$ cat src/hdl/arit_pkg.sv
// ----------------------------------------------------------------------------
// arit_pkg
// Shared types and codes for the active rank index table.
// ----------------------------------------------------------------------------
package arit_pkg;

   localparam int FUNC_W = 3;
   localparam int IDX_W  = 10;
   localparam int SIZE_W = 11;
   localparam int ANS_W  = 11;

   localparam logic [FUNC_W-1:0] FUNC_START   = 3'd0;
   localparam logic [FUNC_W-1:0] FUNC_SELECT  = 3'd1;
   localparam logic [FUNC_W-1:0] FUNC_PAIR    = 3'd2;
   localparam logic [FUNC_W-1:0] FUNC_FORWARD = 3'd3;
   localparam logic [FUNC_W-1:0] FUNC_REVERSE = 3'd4;

   localparam logic signed [ANS_W-1:0] ANSWER_NONE = 11'h7FF;

   typedef enum logic [2:0] {
      OP_START,
      OP_SELECT,
      OP_PAIR,
      OP_FORWARD,
      OP_REVERSE
   } op_type;

   typedef struct packed {
      op_type              op;
      logic                active;
      logic [IDX_W-1:0]    abs_index;
      logic [IDX_W-1:0]    rel_index;
      logic [SIZE_W-1:0]   abs_size;
   } cmd_type;

   typedef enum logic [1:0] {
      ST_CLEAR,
      ST_IDLE,
      ST_EXEC,
      ST_FINISH
   } state_type;

   typedef enum logic [2:0] {
      RP_NONE,
      RP_MARK,
      RP_ECHO_ABS,
      RP_ECHO_REL,
      RP_OUT_RANGE,
      RP_NOT_FOUND,
      RP_READ_FWD,
      RP_READ_REV
   } reply_type;

endpackage

$ cat src/hdl/arit_front.sv
// ----------------------------------------------------------------------------
// arit_front
// Request decode and a two-entry command queue towards the execution side.
// ----------------------------------------------------------------------------
module arit_front
   import arit_pkg::*;
(
   input  logic                clock,
   input  logic                reset,
   input  logic                start,
   output logic                busy,
   input  logic [FUNC_W-1:0]   req_func,
   input  logic                req_active,
   input  logic [IDX_W-1:0]    req_abs_index,
   input  logic [IDX_W-1:0]    req_rel_index,
   input  logic [SIZE_W-1:0]   req_abs_size,
   input  logic                back_clearing,
   output logic                cmd_valid,
   output cmd_type             cmd,
   input  logic                cmd_pop
);

   localparam int DEPTH = 2;

   cmd_type    q_ff [DEPTH];
   cmd_type    q_in;
   logic       wr_ptr_ff, wr_ptr_in;
   logic       rd_ptr_ff, rd_ptr_in;
   logic [1:0] fill_ff, fill_in;
   logic       full;
   logic       known;
   logic       push;
   op_type     op;

   always_comb begin
      known = 1'b1;
      op    = OP_START;
      case (req_func)
         FUNC_START:   op = OP_START;
         FUNC_SELECT:  op = OP_SELECT;
         FUNC_PAIR:    op = OP_PAIR;
         FUNC_FORWARD: op = OP_FORWARD;
         FUNC_REVERSE: op = OP_REVERSE;
         default:      known = 1'b0;
      endcase
   end

   assign full      = (fill_ff == 2'(DEPTH));
   assign busy      = full | back_clearing;
   assign push      = start & ~busy & known;
   assign cmd_valid = (fill_ff != 2'd0);
   assign cmd       = q_ff[rd_ptr_ff];

   assign q_in      = '{op: op, active: req_active, abs_index: req_abs_index,
                        rel_index: req_rel_index, abs_size: req_abs_size};
   assign wr_ptr_in = push ? ~wr_ptr_ff : wr_ptr_ff;
   assign rd_ptr_in = cmd_pop ? ~rd_ptr_ff : rd_ptr_ff;
   assign fill_in   = fill_ff + 2'(push) - 2'(cmd_pop);

   always_ff @(posedge clock) begin
      if (reset) begin
         wr_ptr_ff <= 1'b0;
         rd_ptr_ff <= 1'b0;
         fill_ff   <= 2'd0;
      end else begin
         wr_ptr_ff <= wr_ptr_in;
         rd_ptr_ff <= rd_ptr_in;
         fill_ff   <= fill_in;
      end
   end

   always_ff @(posedge clock) begin
      if (push) begin
         q_ff[wr_ptr_ff] <= q_in;
      end
   end

`ifndef SYNTHESIS
   assert property (@(posedge clock) disable iff (reset) cmd_pop |-> cmd_valid)
      else $error("command popped from empty queue");
   assert property (@(posedge clock) disable iff (reset) fill_ff <= 2'(DEPTH))
      else $error("command queue overfilled");
   assert property (@(posedge clock) disable iff (reset) back_clearing |-> busy)
      else $error("request taken during clearing sweep");
`endif

endmodule

$ cat config.mk
export PLATFORM = sky130hd
export DESIGN_NAME = arit_front
export DESIGN_NICKNAME = d
export VERILOG_FILES = /design/src/hdl/arit_pkg.sv /design/src/hdl/arit_front.sv
export SDC_FILE = /design/constraint.sdc
export NUM_CORES = 1
export LEC_CHECK = 0
export BUFFER_PORTS_ARGS = -buffer_cell sky130_fd_sc_hd__buf_2
export CORE_MARGIN = 2
export CORE_UTILIZATION = 55
export DETAILED_ROUTE_END_ITERATION = 12
export GPL_ROUTABILITY_DRIVEN = 0
export PLACE_DENSITY = 0.94
export SYNTH_ARGS = -nofsm -noshare
export SYNTH_HDL_FRONTEND = slang
export SYNTH_SLANG_ARGS = --single-unit
$ cat constraint.sdc
create_clock -name clock -period 5.8 [get_ports clock]
set_input_delay 1.16 -clock clock [delete_from_list [all_inputs] [get_ports clock]]
set_output_delay 1.16 -clock clock [all_outputs]
set_load 0.005 [all_outputs]
==> summary by stage, run 1 <==
Worst setup path
The worst endpoint data arrival time is 1.99 ns. On the worst path, the slowest cell contributes a delay of 0.78 ns. The critical path data required time is 4.64 ns.

The kind of start point of the critical path is a register. The kind of critical path is register to primary output. The worst setup path is captured at a primary output.

On the critical path, the stage with the largest delay is an instance of dfxtp_1. Traced cell by cell, the critical path runs through buf_4, mux2_2, buf_2. The biggest fanout along the worst timing path is 19.

Pwr
IR analysis of the VDD net gives a maximum drop of 240 uV. The power after layout is 1.09 mW. The leakage power summed over all cells is 1.30 nW. For this design the ratio of total power to cell area is 317 mW/mm2.

STA
The minimum period implied by the final worst setup slack is 3.15 ns. Setup repair after global routing left no endpoint under its margin. The final worst clock skew is 0.0130 ns. Setup violations remaining at the end of the flow were counted as 0.

The worst hold slack after final layout is 0.533 ns. The summed negative setup slack over all endpoints is 0 ns. The number of max-slew violations in the final report was 0.

The final worst-path cycle share is 54.4%. At the pin with the least slew margin, the transition time is 1.02 ns. Based on the critical path, the design can be clocked at up to 317 MHz. The number of endpoints with negative hold slack in the final report was 0. The tightest slew margin relative to the limit is 31.7%.

Route
Using the TritonRoute via totals, the vias-per-cell ratio works out to 4.92. The total detailed-routing wirelength is 4.39 mm. The violation count after the first detailed-route iteration is 63. After detailed routing, the average wire length per cell comes to 14.8 um. In this run the remaining antenna-violating nets after routing total 0.

The first detailed-routing pass took 4 iterations. The number of DRC violations after detailed routing is 0. The total via count after detailed routing is 1,461.

Clock tree
The clock latency of the later-clocked register in the worst-skew pair is 0.33 ns. The number of sinks on the clock net is 75. The maximum clock path buffer count is 2. Clock tree synthesis selected as its root buffer the cell clkbuf_8. The CTS tree is yes. Counting the buffers created by CTS gives 9.

In this run, post-CTS repair resized a total of 0 instances. The number of buffers inserted to repair setup after CTS is 0. After clock tree synthesis, the clock-pin slew on the worst setup and hold paths is 0.06 ns.

In this run the number of H-tree levels came out at 3. Hold repair after CTS inserted 0 buffers.

Placement
The half-perimeter wire length of the detailed placement result is 2.92 mm. The number of port buffers is 76.

Worst hold path
The class of the worst hold path is register to register.

Floorplan
The die boundary width is 75.5 um. The number of placement rows is 26. The die is 75.5 um tall.

Pin placement for this block handled 77 I/O pins. The full die area is 0.00570 mm2. The starting utilization of the core area is 56.1%. The core region is 0.00501 mm2.

Yosys
The synthesized netlist contains 18 unique library cells. When the netlist entered floorplanning its net count stood at 180. The mapped netlist covers 0.00281 mm2. After technology mapping, the gate count stands at 138.

The number of warnings issued by yosys is 0. The sequential fraction of the synthesis area is 78.3%. The count of state elements after synthesis is 75. The average footprint of a synthesized cell is 20.4 um2.

Global routing
Entering global routing, the biggest net connects 36 pins. The remaining global-route overflow is 0. For this run, the total global-route usage over all layers was measured as 16.1%. The number of antenna violations at the first check in global routing was 0.

The first global-routing pass estimated 6.44 mm of wire. The number of global-route vias before repair is 1,471.

Finish
The area overhead of the layout relative to synthesis is 22.6%. In the layout the commonest cells are buf_2, edfxtp_1, mux2_2. The antenna diode count is 0. Cells with a size suffix above 1 make up 57.3% of the layout. In the final design database the tool counted 264 nets. Leaving out fill and tap cells, the most frequent cell in the layout is buf_2. For this run, the share of the core covered by cells in the final layout is 68.8%.

Outcome
The run finished with clean final reports.

Flow run
The number of violations of the max-capacitance limit is 0.
[cells by family (layout without fill, tap and decap cells)]
logic type	Yosys count	count (layout)	synth area share, %
buffers and inverters	6	95	1.65
AOI/OAI and AO/OA	1	1	0.311
xor gates and xnor gates	3	3	0.934
and+or+nand+nor	15	15	3.38
DFF	75	75	78.3
muxes	36	36	14.5
adders and majority gates	2	2	0.890
[final timing paths]
| check | slack [ns] | end | cells after the start | from |
|---|---|---|---|---|
| worst min register to register | 0.53 | rd_ptr_ff | 2 | rd_ptr_ff |
| worst max-delay path | 2.65 | cmd[12] | 3 | register |
| worst max register to register | 3.89 | q_ff[0][3] | 3 | fill_ff[0] |
| worst min-delay path | 0.53 | rd_ptr_ff | 2 | rd_ptr_ff |
[per-stage QoR]
| step | worst slack [ns] | instance area (um2) | cells |
|---|---|---|---|
| 6_report | 2.65 | 3450 | 297 |
| 5_1_grt | 2.48 | 3450 | 297 |
| 4_1_cts | 2.58 | 3450 | 297 |
| 3_5_place_dp | 2.93 | 3260 | 281 |
| 3_3_place_gp | 2.95 | 3260 | 281 |
| 2_1_floorplan | 2.42 | 2810 | 138 |
[per-layer routing]
metal	track usage [%]	wire, um	vias to the layer above
met5	0	0	-
met4	8.77	89	0
met3	5.03	200	9
met2	29.4	2450	40
met1	16.2	1650	715
li1	-	-	697
[sequential cells by signal, indices dropped and copies added (netlist names), named ones only]
name       cells
q_ff          70
rd_ptr_ff      1
fill_ff        2
wr_ptr_ff      1
[cell type report]
cell class              instances  area (um2)
well taps                      70        87.6
repair buffers                 77         388
inverters                       2        7.51
fillers                       363        1560
multi-input cells              57         579
flip-flops and latches         75        2200
clock inverters                 2        10.0
clock buffers                  14         173
[cells in the mapped netlist, drive strengths merged]
cell	instances	area [um2]
edfxtp	70	2100
mux2	36	409
nor2	7	26.3
dfxtp	5	100
buf	4	38.8
nor2b	3	18.8
ha	2	25.0
inv	2	7.51
nand2b	2	12.5
xnor2	2	17.5
nand4b	1	23.8
nor3b	1	7.51
o21ai	1	8.76
or2	1	6.26
xor2	1	8.76
[where the power goes]
| group | total, mW | internal (mW) | switching (mW) | leakage, nW |
|---|---|---|---|---|
| Sequential | 0.626 | 0.615 | 0.0109 | 0.678 |
| Clock | 0.357 | 0.190 | 0.167 | 0.0965 |
| Combinational | 0.108 | 0.0597 | 0.0486 | 0.520 |
[worst max-delay path: cells and delay by family, from the launching register on]
kind / cells / cell delay (ns)
muxes: 1 / 0.38
buffers and inverters: 2 / 0.52
DFF: 1 / 0.78
Note: power is estimated with default switching activity, not from simulation.
==> inputs of run 2 (changes only) <==
CORE_UTILIZATION = 51   (was 55)
PLACE_DENSITY = 0.89   (was 0.94)
clock period = 3 ns   (was 5.8 ns; I/O delays follow)
==> summary by stage, run 2 (synthesis gave the netlist of run 1 again) <==
Worst setup path
The worst path buffer plus inverter count is 1 (was 2). The critical path data required time came to 2.40 ns (was 4.64 ns). The kind of critical path is register to primary output (unchanged).

The worst endpoint data arrival time is 1.76 ns (was 1.99 ns). The reg-to-reg startpoint is fill_ff[0] (unchanged). The kind of start point of the critical path is a register (unchanged).

The kind of cell adding the most delay to the critical path is flip-flops (unchanged). Crit-path cells: mux2_2, buf_2 (was buf_4, mux2_2, buf_2). The endpoint kind of the worst setup timing path was a primary output (unchanged). The biggest fanout along the worst timing path was 35 (was 19). The stage delay of the slowest cell on the critical path is 0.87 ns (was 0.78 ns). The capture point of the worst reg-to-reg path is fill_ff[1] (was q_ff[0][3]). The setup slack on the worst flop-to-flop path is 1.30 ns (was 3.89 ns). The library cell contributing the largest single delay on the critical path is dfxtp_2 (was dfxtp_1). The count of cells along the worst register-to-register path is 8 (was 3).

Finish
Biggest registers after layout: q_ff: 70 flops, fill_ff: 2 flops (unchanged). The antenna diode count came to 0 (unchanged). Most frequent cells in the layout: buf_2, edfxtp_1, mux2_2 (unchanged). The flip-flop count of the largest register after layout is 70 (unchanged). The post-layout instance count excluding filler cells is 301 (was 297).

The register ranked first by flip-flop count was q_ff (unchanged). The final net count is 266 (was 264). The leading cell type in the layout, fill and taps excluded is buf_2 (unchanged).

The area overhead of the layout relative to synthesis is 24.6% (was 22.6%). The fraction of final layout cells with drive strength greater than 1 is 57.6% (was 57.3%). The post-layout instance area is 0.00350 mm2 (was 0.00345 mm2).

Worst hold path
The worst hold path depth came to 1 (was 2). The origin of the worst min-delay path was req_abs_size[4] (was rd_ptr_ff). The class of the worst hold path was primary input to register (was register to register). The endpoint with the worst hold slack is q_ff[0][4] (was rd_ptr_ff).

Clock tree
The CTS H-tree depth was 3 (unchanged). The CTS tree is yes (unchanged). The clock transition time at the flip-flop clock pins of the worst setup and hold paths was 0.07 ns (was 0.06 ns). The number of CTS-inserted buffers was 9 (unchanged).

The clock latency of the later-clocked register in the worst-skew pair is 0.33 ns (about the same). The number of sinks on the clock net is 75 (unchanged). The number of buffers inserted to repair setup after CTS is 0 (unchanged). The quantity of gates resized following cts is 0 (unchanged). The hold-fix buffer count after cts was 0 (unchanged). The maximum clock path buffer count is 2 (unchanged). The cell at the root of the clock tree is clkbuf_8 (unchanged).

Floorplan
The starting utilization of the core area is 52.0% (was 56.1%). The full die area is 0.00613 mm2 (was 0.00570 mm2). The I/O pin count is 77 (unchanged).

The standard cell core area is 0.00541 mm2 (was 0.00501 mm2). The die height is 78.3 um (was 75.5 um). The number of placement rows was 27 (was 26). The die boundary width is 78.3 um (was 75.5 um).

Route
The number of DRC violations after detailed routing came to 0 (unchanged). The violation count after the first detailed-route iteration is 68 (was 63). The total detailed-routing wirelength was 4.51 mm (was 4.39 mm). The detailed-router iteration count before antenna repair was 4 (unchanged). The number of vias per cell after detailed routing is 4.88 (was 4.92). The total via count after detailed routing came to 1,469 (was 1,461). The remaining antenna violation count is 0 (unchanged). The average wire length per cell after detail routing is 15.0 um (was 14.8 um).

Global routing
The number of global-route vias before repair is 1,539 (was 1,471). The overall fraction of global-route tracks in use was 15.9% (was 16.1%). The number of antenna violations at the first check in global routing is 1 (was 0). The maximum number of pins on one net before global-route repair was 36 (unchanged). The remaining global-route overflow is 0 (unchanged). The wire length of the first global-routing pass came to 7.14 mm (was 6.44 mm).

Pwr
The leakage power summed over all cells came to 1.31 nW (was 1.30 nW). The worst supply voltage drop on vdd is 354 uV (was 240 uV). The power per cell area is 634 mW/mm2 (was 317 mW/mm2).

Placement
The cell area reported after detailed placement is 0.00330 mm2 (was 0.00326 mm2). The post-place setup slack was 0.907 ns (was 2.93 ns). The placed cell count is 285 (was 281). The number of port buffers is 76 (unchanged). The half-perimeter wire length of the detailed placement result was 3.08 mm (was 2.92 mm).

STA
The worst path in the final design needs a cycle of 2.36 ns, including I/O delays and setup. The final setup violation count is 0 (unchanged). The final critical path takes up 78.8% of the cycle. The slew at the pin with the worst max-slew slack is 0.822 ns (was 1.02 ns).

The number of max-slew violations in the final report is 0 (unchanged). The number of endpoints with negative hold slack in the final report was 0 (unchanged). The final worst slack is 0.635 ns (was 2.65 ns). The worst hold slack after final layout is 0.450 ns (was 0.533 ns). The final worst clock skew was 0.00711 ns (was 0.0130 ns). RSZ-0062 raised after global routing: no (unchanged). The summed negative setup slack over all endpoints was 0 ns (unchanged). The tightest slew margin relative to the limit came to 45.2% (was 31.7%). The highest achievable clock rate is 423 MHz.

Flow run
The number of violations of the max-capacitance limit is 0 (unchanged).

Outcome
Outcome: finished clean (unchanged).
run 2: worst max path at each step:
stage / startpoint / to / slack, ns / cells after the start
finish: register / cmd[14] / 0.64 / 2
global route: register / cmd[14] / 0.53 / 2
CTS: register / cmd[34] / 0.58 / 2
detailed placement: req_func[1] / q_ff[0][1] / 0.91 / 5
global placement: register / cmd[34] / 0.97 / 2
floorplan: req_func[1] / q_ff[0][0] / 0.18 / 3
run 2: layout make-up:
class,instances,area (um2)
well taps,72,90.1
flip-flops and latches,75,2200
fillers,395,1900
clock buffers,10,128
repair buffers,79,415
multi-input cells,57,579
inverters,2,7.51
clock inverters,6,80.1
run 2: routing by layer:
| metal | share of wire (%) | track usage, % |
|---|---|---|
| met1 | 40 | 17.8 |
| met2 | 50 | 26.0 |
| met3 | 7.3 | 5.06 |
| met4 | 2.3 | 10.7 |
| met5 | 0 | 0 |
run 2: metrics by stage:
stage / power [mW] / utilization, %
after floorplan: 1.35 / -
after global placement: 1.45 / 61.0
after CTS: 2.25 / 64.8
after detailed placement: 1.45 / 61.0
final: 2.22 / 64.8
after global routing: 2.30 / 64.8
run 2: power breakdown:
part           leakage (nW)  total, mW  switching (mW)  internal, mW
registers             0.679       1.22          0.0306          1.19
logic                 0.534      0.207          0.0881         0.119
clock network         0.101      0.793           0.332         0.461
